<file path="src/rtl/csl_pkg.sv">
// ============================================================================
// csl_pkg - shared types and constants for the clock sync lock monitor
// Item layouts, register defaults and lock state encodings.
// ============================================================================
`default_nettype none

package csl_pkg;

    // Configuration port
    localparam int CFG_ADDR_W = 8;
    localparam int CFG_DATA_W = 48;

    localparam logic [CFG_ADDR_W-1:0] REG_OWN_MAC      = 8'd0;
    localparam logic [CFG_ADDR_W-1:0] REG_COARSE_THR   = 8'd1;
    localparam logic [CFG_ADDR_W-1:0] REG_FINE_THR     = 8'd2;
    localparam logic [CFG_ADDR_W-1:0] REG_STABLE_POLLS = 8'd3;

    localparam logic [47:0] OWN_MAC_RESET      = 48'd0;
    localparam logic [31:0] COARSE_THR_RESET   = 32'd10_000_000;
    localparam logic [31:0] FINE_THR_RESET     = 32'd1000;
    localparam logic [7:0]  STABLE_POLLS_RESET = 8'd4;

    // Bytes FF FE inserted into the MAC to form the EUI-64
    localparam logic [15:0] EUI_FILL = 16'hFFFE;

    localparam logic [7:0] STABLE_CNT_MAX = 8'hFF;

    // Reported lock state codes
    localparam logic [1:0] LOCK_CODE_UNLOCKED = 2'd0;
    localparam logic [1:0] LOCK_CODE_LOCKING  = 2'd1;
    localparam logic [1:0] LOCK_CODE_LOCKED   = 2'd2;

    // Input item function codes
    localparam logic FUNC_POLL = 1'b0;
    localparam logic FUNC_STOP = 1'b1;

    typedef enum logic [2:0] {
        ST_UNLOCKED = 3'b001,
        ST_LOCKING  = 3'b010,
        ST_LOCKED   = 3'b100
    } lock_t;

    typedef struct packed {
        logic               func;
        logic               status_ok;
        logic signed [63:0] clk_offset;
        logic signed [31:0] mean_delay;
        logic               source_valid;
        logic [63:0]        master_id;
    } in_item_t;

    typedef struct packed {
        logic [1:0]         lock_status;
        logic               state_changed;
        logic               self_master;
        logic [63:0]        reported_master_id;
        logic signed [31:0] cached_offset;
        logic signed [31:0] cached_delay_ns;
    } out_item_t;

    // Decoded item control handed to the lock state machine
    typedef struct packed {
        logic update;    // item leaves the pipe this cycle
        logic stop;      // stop event
        logic poll_ok;   // successful poll
        logic self_gm;   // node is its own grandmaster
        logic lost;      // |offset| >= coarse threshold
        logic fine;      // |offset| <  fine threshold
    } lock_ctl_t;

    typedef struct packed {
        logic [1:0] lock_code_next;  // lock state after this item
        logic       changed;         // this item changes the lock state
        logic       locked;          // lock state before this item is LOCKED
    } lock_sts_t;

    function automatic logic [1:0] lock_code(input lock_t st);
        logic [1:0] code;
        unique case (st)
            ST_LOCKING: code = LOCK_CODE_LOCKING;
            ST_LOCKED:  code = LOCK_CODE_LOCKED;
            default:    code = LOCK_CODE_UNLOCKED;
        endcase
        return code;
    endfunction

endpackage

`default_nettype wire

</file>
<file path="src/rtl/csl_lock_fsm.sv">
// ============================================================================
// csl_lock_fsm - unlocked / locking / locked state machine
// Holds lock state and stable poll counter, updated once per item.
// ============================================================================
`default_nettype none

module csl_lock_fsm (
    input  wire logic              aclk,
    input  wire logic              aresetn,
    input  wire csl_pkg::lock_ctl_t ctl,
    input  wire logic [7:0]        stable_polls_needed,
    output      csl_pkg::lock_sts_t sts
);
    import csl_pkg::*;

    lock_t      lock_reg, lock_next;
    logic [7:0] cnt_reg, cnt_next;
    logic [7:0] cnt_inc;

    assign cnt_inc = (cnt_reg == STABLE_CNT_MAX) ? cnt_reg : cnt_reg + 8'd1;

    always_comb begin
        lock_next = lock_reg;
        cnt_next  = cnt_reg;
        if (ctl.stop) begin
            lock_next = ST_UNLOCKED;
            cnt_next  = '0;
        end else if (ctl.poll_ok && ctl.self_gm) begin
            // own grandmaster: force locked, leave the counter alone
            lock_next = ST_LOCKED;
        end else if (ctl.poll_ok) begin
            unique case (lock_reg)
                ST_LOCKING: begin
                    if (ctl.lost) begin
                        lock_next = ST_UNLOCKED;
                        cnt_next  = '0;
                    end else if (ctl.fine) begin
                        cnt_next = cnt_inc;
                        if (cnt_inc >= stable_polls_needed) begin
                            lock_next = ST_LOCKED;
                        end
                    end else begin
                        cnt_next = '0;
                    end
                end
                ST_LOCKED: begin
                    if (ctl.lost) begin
                        lock_next = ST_UNLOCKED;
                        cnt_next  = '0;
                    end else if (!ctl.fine) begin
                        lock_next = ST_LOCKING;
                        cnt_next  = '0;
                    end
                end
                default: begin
                    lock_next = ST_UNLOCKED;
                    if (!ctl.lost) begin
                        lock_next = ST_LOCKING;
                        cnt_next  = '0;
                    end
                end
            endcase
        end
    end

    always_ff @(posedge aclk) begin
        if (!aresetn) begin
            lock_reg <= ST_UNLOCKED;
            cnt_reg  <= '0;
        end else if (ctl.update) begin
            lock_reg <= lock_next;
            cnt_reg  <= cnt_next;
        end
    end

    assign sts.lock_code_next = lock_code(lock_next);
    assign sts.changed        = (lock_next != lock_reg);
    assign sts.locked         = (lock_reg == ST_LOCKED);

    // Stop event always lands in unlocked with a clear counter
    a_stop_clears: assert property (@(posedge aclk) disable iff (!aresetn)
        ctl.update && ctl.stop |=> lock_reg == ST_UNLOCKED && cnt_reg == '0)
        else $error("stop event did not clear lock state");

    // Own-grandmaster poll always ends locked
    a_self_locks: assert property (@(posedge aclk) disable iff (!aresetn)
        ctl.update && !ctl.stop && ctl.poll_ok && ctl.self_gm |=> lock_reg == ST_LOCKED)
        else $error("self grandmaster poll did not lock");

    // Lost sync from a tracked master always drops to unlocked
    a_lost_unlocks: assert property (@(posedge aclk) disable iff (!aresetn)
        ctl.update && !ctl.stop && ctl.poll_ok && !ctl.self_gm && ctl.lost
        |=> lock_reg == ST_UNLOCKED && cnt_reg == '0)
        else $error("lost sync did not unlock");

endmodule

`default_nettype wire

</file>
<file path="src/rtl/clock_sync_lock_monitor.sv">
// Flow: an accepted item is registered in the input register and then in the result
// register, where m_valid rises for it.
// Throughput: one item per cycle; s_ready falls only while both registers hold
// items and m_ready is low.
// Reset: aresetn low at a clock edge clears both stages, lock state, counter, identity
// and cached values, and reloads the register defaults.
// ============================================================================
// clock_sync_lock_monitor - time sync lock detector
// Tracks grandmaster identity and clock offset and reports lock status per item.
// ============================================================================
`default_nettype none

module clock_sync_lock_monitor (
    input  wire logic                          aclk,
    input  wire logic                          aresetn,
    // configuration write port
    input  wire logic                          cfg_wr_en,
    input  wire logic [csl_pkg::CFG_ADDR_W-1:0] cfg_addr,
    input  wire logic [csl_pkg::CFG_DATA_W-1:0] cfg_wdata,
    // input item channel
    input  wire logic                          s_valid,
    output      logic                          s_ready,
    input  wire csl_pkg::in_item_t             s_item,
    // result item channel
    output      logic                          m_valid,
    input  wire logic                          m_ready,
    output      csl_pkg::out_item_t            m_item
);
    import csl_pkg::*;

    // Item after the front-end decode: magnitude compares and identity match
    // are done before the input register so that the state update is short.
    typedef struct packed {
        logic        func;
        logic        status_ok;
        logic        self_gm;
        logic        lost;
        logic        fine;
        logic [31:0] offset_lo;
        logic [31:0] delay;
        logic [63:0] master_id;
    } pipe_t;

    // ------------------------------------------------------------------
    // Configuration registers
    // ------------------------------------------------------------------
    logic [47:0] own_mac_reg;
    logic [31:0] coarse_thr_reg;
    logic [31:0] fine_thr_reg;
    logic [7:0]  stable_polls_reg;

    always_ff @(posedge aclk) begin
        if (!aresetn) begin
            own_mac_reg      <= OWN_MAC_RESET;
            coarse_thr_reg   <= COARSE_THR_RESET;
            fine_thr_reg     <= FINE_THR_RESET;
            stable_polls_reg <= STABLE_POLLS_RESET;
        end else if (cfg_wr_en) begin
            // indexes past the last register are dropped
            unique case (cfg_addr)
                REG_OWN_MAC:      own_mac_reg      <= cfg_wdata[47:0];
                REG_COARSE_THR:   coarse_thr_reg   <= cfg_wdata[31:0];
                REG_FINE_THR:     fine_thr_reg     <= cfg_wdata[31:0];
                REG_STABLE_POLLS: stable_polls_reg <= cfg_wdata[7:0];
                default: ;
            endcase
        end
    end

    // EUI-64: MAC with FF FE inserted after the third byte
    logic [63:0] own_eui;
    assign own_eui = {own_mac_reg[47:24], EUI_FILL, own_mac_reg[23:0]};

    // ------------------------------------------------------------------
    // Front-end decode of the incoming item
    // ------------------------------------------------------------------
    logic [63:0] off_raw;
    logic [62:0] off_neg;
    logic [62:0] off_mag;
    pipe_t       pipe_next;

    assign off_raw = s_item.clk_offset;
    assign off_neg = ~off_raw[62:0] + 63'd1;

    always_comb begin
        // most negative offset saturates to the largest positive magnitude
        if (off_raw[63] && (off_raw[62:0] == '0)) begin
            off_mag = '1;
        end else if (off_raw[63]) begin
            off_mag = off_neg;
        end else begin
            off_mag = off_raw[62:0];
        end
    end

    always_comb begin
        pipe_next.func      = s_item.func;
        pipe_next.status_ok = s_item.status_ok;
        pipe_next.self_gm   = !s_item.source_valid || (s_item.master_id == own_eui);
        pipe_next.lost      = (off_mag[62:32] != '0) || (off_mag[31:0] >= coarse_thr_reg);
        pipe_next.fine      = (off_mag[62:32] == '0) && (off_mag[31:0] < fine_thr_reg);
        pipe_next.offset_lo = off_raw[31:0];
        pipe_next.delay     = s_item.mean_delay;
        pipe_next.master_id = s_item.master_id;
    end

    // ------------------------------------------------------------------
    // Input register and result register handshake
    // ------------------------------------------------------------------
    logic  pipe_valid_reg;
    pipe_t pipe_reg;
    logic  m_valid_reg;
    logic  out_free;
    logic  advance;

    // result register takes a new item when empty or being drained
    assign out_free = !m_valid_reg || m_ready;
    assign advance  = pipe_valid_reg && out_free;
    assign s_ready  = !pipe_valid_reg || out_free;

    always_ff @(posedge aclk) begin
        if (!aresetn) begin
            pipe_valid_reg <= 1'b0;
        end else if (s_ready) begin
            pipe_valid_reg <= s_valid;
        end
    end

    always_ff @(posedge aclk) begin
        if (s_ready && s_valid) begin
            pipe_reg <= pipe_next;
        end
    end

    // ------------------------------------------------------------------
    // Lock state machine
    // ------------------------------------------------------------------
    lock_ctl_t lock_ctl;
    lock_sts_t lock_sts;

    assign lock_ctl.update  = advance;
    assign lock_ctl.stop    = (pipe_reg.func == FUNC_STOP);
    assign lock_ctl.poll_ok = (pipe_reg.func == FUNC_POLL) && pipe_reg.status_ok;
    assign lock_ctl.self_gm = pipe_reg.self_gm;
    assign lock_ctl.lost    = pipe_reg.lost;
    assign lock_ctl.fine    = pipe_reg.fine;

    csl_lock_fsm u_lock_fsm (
        .aclk                (aclk),
        .aresetn             (aresetn),
        .ctl                 (lock_ctl),
        .stable_polls_needed (stable_polls_reg),
        .sts                 (lock_sts)
    );

    // ------------------------------------------------------------------
    // Master identity and cached measurements
    // ------------------------------------------------------------------
    logic        self_flag_reg, self_flag_next;
    logic [63:0] stored_id_reg, stored_id_next;
    logic [31:0] off_cache_reg, off_cache_next;
    logic [31:0] dly_cache_reg, dly_cache_next;

    always_comb begin
        self_flag_next = self_flag_reg;
        stored_id_next = stored_id_reg;
        off_cache_next = off_cache_reg;
        dly_cache_next = dly_cache_reg;
        if (lock_ctl.stop) begin
            // stop keeps the identity, drops the measurements
            off_cache_next = '0;
            dly_cache_next = '0;
        end else if (lock_ctl.poll_ok) begin
            self_flag_next = pipe_reg.self_gm;
            stored_id_next = pipe_reg.master_id;
            if (pipe_reg.self_gm && !lock_sts.locked) begin
                // zero the measurements on the move to self grandmaster lock
                off_cache_next = '0;
                dly_cache_next = '0;
            end else begin
                off_cache_next = pipe_reg.offset_lo;
                dly_cache_next = pipe_reg.delay;
            end
        end
    end

    always_ff @(posedge aclk) begin
        if (!aresetn) begin
            self_flag_reg <= 1'b0;
            stored_id_reg <= '0;
            off_cache_reg <= '0;
            dly_cache_reg <= '0;
        end else if (advance) begin
            self_flag_reg <= self_flag_next;
            stored_id_reg <= stored_id_next;
            off_cache_reg <= off_cache_next;
            dly_cache_reg <= dly_cache_next;
        end
    end

    // ------------------------------------------------------------------
    // Result register
    // ------------------------------------------------------------------
    out_item_t m_item_reg, m_item_next;

    always_comb begin
        m_item_next.lock_status        = lock_sts.lock_code_next;
        m_item_next.state_changed      = lock_sts.changed;
        m_item_next.self_master        = self_flag_next;
        m_item_next.reported_master_id = self_flag_next ? own_eui : stored_id_next;
        m_item_next.cached_offset      = off_cache_next;
        m_item_next.cached_delay_ns    = dly_cache_next;
    end

    always_ff @(posedge aclk) begin
        if (!aresetn) begin
            m_valid_reg <= 1'b0;
        end else if (out_free) begin
            m_valid_reg <= pipe_valid_reg;
        end
    end

    always_ff @(posedge aclk) begin
        if (advance) begin
            m_item_reg <= m_item_next;
        end
    end

    assign m_valid = m_valid_reg;
    assign m_item  = m_item_reg;

    // ------------------------------------------------------------------
    // Assertions
    // ------------------------------------------------------------------

    // Input stalls only when both stages are full and the output is blocked
    a_stall_cause: assert property (@(posedge aclk) disable iff (!aresetn)
        !s_ready |-> pipe_valid_reg && m_valid_reg && !m_ready)
        else $error("input stalled without a full pipe");

    // An item leaving the input register always shows up as a result
    a_item_moves: assert property (@(posedge aclk) disable iff (!aresetn)
        advance |=> m_valid_reg)
        else $error("advanced item lost before the result register");

    // A stop event reports unlocked with cleared measurements
    a_stop_result: assert property (@(posedge aclk) disable iff (!aresetn)
        advance && lock_ctl.stop
        |=> m_item_reg.lock_status == LOCK_CODE_UNLOCKED
            && m_item_reg.cached_offset == '0 && m_item_reg.cached_delay_ns == '0)
        else $error("stop event result not cleared");

endmodule

`default_nettype wire
</file>
<file path="config.mk">
export PLATFORM = sky130hd
export DESIGN_NAME = clock_sync_lock_monitor
export DESIGN_NICKNAME = d
export VERILOG_FILES = /design/src/rtl/csl_pkg.sv /design/src/rtl/csl_lock_fsm.sv /design/src/rtl/clock_sync_lock_monitor.sv
export SDC_FILE = /design/constraint.sdc
export NUM_CORES = 1
export LEC_CHECK = 0
export BUFFER_PORTS_ARGS = -buffer_cell sky130_fd_sc_hd__buf_4
export CAP_MARGIN = 20
export CORE_AREA = 2 2 210 212
export CTS_CLUSTER_DIAMETER = 60
export CTS_CLUSTER_SIZE = 24
export DETAILED_ROUTE_END_ITERATION = 8
export DIE_AREA = 0 0 212 214
export HOLD_SLACK_MARGIN = 0.12
export PLACE_DENSITY_LB_ADDON = 0.08
export SLEW_MARGIN = 0
export SYNTH_ARGS = -nofsm -noshare
export SYNTH_HDL_FRONTEND = slang
export SYNTH_SLANG_ARGS = --single-unit
</file>
<file path="constraint.sdc">
create_clock -name aclk -period 7 [get_ports aclk]
set_input_delay 0 -clock aclk [delete_from_list [all_inputs] [get_ports aclk]]
set_output_delay 0 -clock aclk [all_outputs]
set_load 0.01 [all_outputs]
</file>
==> out/summary.txt <==
Core ar. - 42,900 um2
Initial Utilization - 0.564
FF+latch area - 13,200 um2
Peak supply drop - 0.203 mV
P_leak - 0.0115 uW
Layout cells sized above 1 - 0.161
First-pass GRT wire length - 114,000 um
Via Count - 20,800
Post-synth EDFFs - 265
Gp weighted congestion - 0.921
Dpl cells - 3,231
Vias in the first global route - 20,400
Initial antenna violation count - 2
CTS max path bufs - 3
Vias per cell - 5.90
Startpoint types - input port
Total CTS buffers - 39
Crit Path Max Fanout - 5
IO Pins - 358
Setup_tns - 0 ns
Routed Antenna Nets - 0
Period minus WS final - 4.86 ns
#FFs+latches synth - 527
H-tree levels - 2
Root Buffer - clkbuf_16
Largest net degree at the start of global routing - 156
Primary FF master, synth - edfxtp_1
Pwr/cell area - 217 nW/um2
Final core occ - 0.722
Status - finished, final reports clean
Post-Synthesis Cells - 2,420
Setup WS pre-CTS - 2.68 ns
Crit path kind - input port to register
Die height - 214 um
Sequential share of the synthesized area - 0.545
Worst Path Arrival - 5.26 ns
Area of the multi-input gates - 10,200 um2
RSZ-0062 raised after global routing - false
Max FFs per register - 132
Warnings from Yosys - 0
Worst skew pair latency - 0.58 ns
Grt ovf - 0
Rel. slew slack - 0.168
Drt pass-1 iters - 6
Async SR Flop Fraction - 0
Final #Nets - 3,207
GR Util All Layers - 0.322
Syn Std Cell Area - 24,200 um2
Clock transition at path regs - 0.09 ns
Clk_skew - 0.0269 ns
Class of the worst hold path - input port to register
Hold Path Depth - 2
Dpl hpwl - 48,100 um
# fillers - 3,031
Setup Buffers After CTS - 0
Wire per inst - 21.2 um
# port buffers - 357
Slew @ Worst Pin - 1.24 ns
CTS tree - done
Fin worst setup slack - 2.14 ns
Hold Vio Cnt, Final - 0
Max Cap Viol - 0
Final Non-Filler Cells - 3,528
Total routed wirelength - 74,800 um
Area grow syn2layout - 27.9%
Synth cell types - 69
Rows - 76
Peak Freq - 206 MHz
Final period utilization - 0.694
CP endpoint kind - register
Worst r2r path cells - 8
Remaining DRCs - 0
Die X-Extent - 212 um
Most common cell after layout, fill and taps aside - nand2_1
Max Slew Vio Count - 0
Final count of negative-setup-slack endpoints - 0
Avg Cell Area, Syn - 10.0 um2
Clk sink count - 527
Iter 0 DRT Violations - 2,247
Die ar. - 45,400 um2
Syn_nets - 2,717
Worst EP required - 7.39 ns
Most frequent cells in the layout - nand2_1 (545), buf_4 (376), edfxtp_1 (265)
## worst max-delay path, cell delays in order
cell           delay [ns]
dlygate4sd3_1        0.55
buf_4                0.16
inv_1                0.12
ha_1                 0.22
nor4b_1              0.78
and3_1               0.39
nand2_1              0.14
o41ai_1              0.66
xor2_1               0.20
nand2_1              0.08
dlygate4sd3_1        0.59
a2111oi_2            0.35
dlygate4sd3_1        0.68
nor4bb_4             0.32
## path summary, 6_finish.rpt
check                   start                to  slack, ns
min reg2reg  fine_thr_reg[18]  fine_thr_reg[18]       0.46
max                s_item[98]       lock_ctl[0]       2.14
min                s_item[77]      pipe_reg[76]       0.16
max reg2reg       lock_ctl[4]        m_item[79]       3.55
## per-layer routing
metal	part of all wire	wire (um)	up-vias	global-route usage
met5	0	0	-	0
met4	0.040	3000	0	0.130
met3	0.071	5290	186	0.0482
met2	0.49	36400	935	0.536
met1	0.40	30100	10100	0.421
li1	-	-	9639	-
## through the flow
stage | instance area [um2] | hold WS (ns) | power (uW)
finish | 31000 | 0.158 | 6710
global route | 31000 | 0.138 | 6920
CTS | 30900 | 0.120 | 6720
detailed placement | 27300 | 0.179 | 4160
global placement | 27300 | 0.179 | 4150
floorplan | 24200 | 0.0989 | 3820
## power breakdown
part | internal [uW] | switching [uW] | leakage (uW)
Clock | 1280 | 1220 | 0.000690
Sequential | 3360 | 51.4 | 0.00465
Combinational | 362 | 436 | 0.00616
## cell families after synthesis
| logic type | synth area share |
|---|---|
| compound gates | 0.163 |
| xor+xnor | 0.0304 |
| fa+ha+maj | 0.0377 |
| buf+inv | 0.0369 |
| flops | 0.545 |
| mux | 0.00584 |
| simple gates | 0.181 |
## final cells by class
| type | instances | area share |
|---|---|---|
| clock inverter | 26 | 0.0103 |
| inverter | 84 | 0.0102 |
| tap | 585 | 0.0236 |
| timing repair buffer | 601 | 0.165 |
| clock buffer | 46 | 0.0358 |
| sequential | 527 | 0.426 |
| antenna | 2 | 0.000162 |
| multi-input combinational | 1657 | 0.329 |
## cell usage after synthesis, types with 19 or more instances
master / instances / area (um2)
nand2_1: 547 / 2050
edfxtp_1: 265 / 7960
dfxtp_1: 262 / 5250
clkbuf_1: 137 / 514
nor2_1: 105 / 394
a21boi_0: 102 / 766
nor2b_1: 90 / 563
inv_1: 84 / 315
ha_1: 73 / 913
a21boi_1: 65 / 488
a22o_1: 63 / 552
a32oi_1: 63 / 552
a31oi_1: 55 / 344
xor2_1: 52 / 455
nand3_1: 39 / 195
a21oi_1: 38 / 190
nor4_1: 37 / 231
o21ai_0: 36 / 180
nand4_1: 32 / 200
xnor2_1: 32 / 280
nor3_1: 25 / 125
o211ai_1: 19 / 143
## repair_timing
item                                   CTS  global route
resized for setup                        0             0
hold buffers                           222             0
endpoints found under the hold margin  357             0
Power figures use the tool's default switching activity.
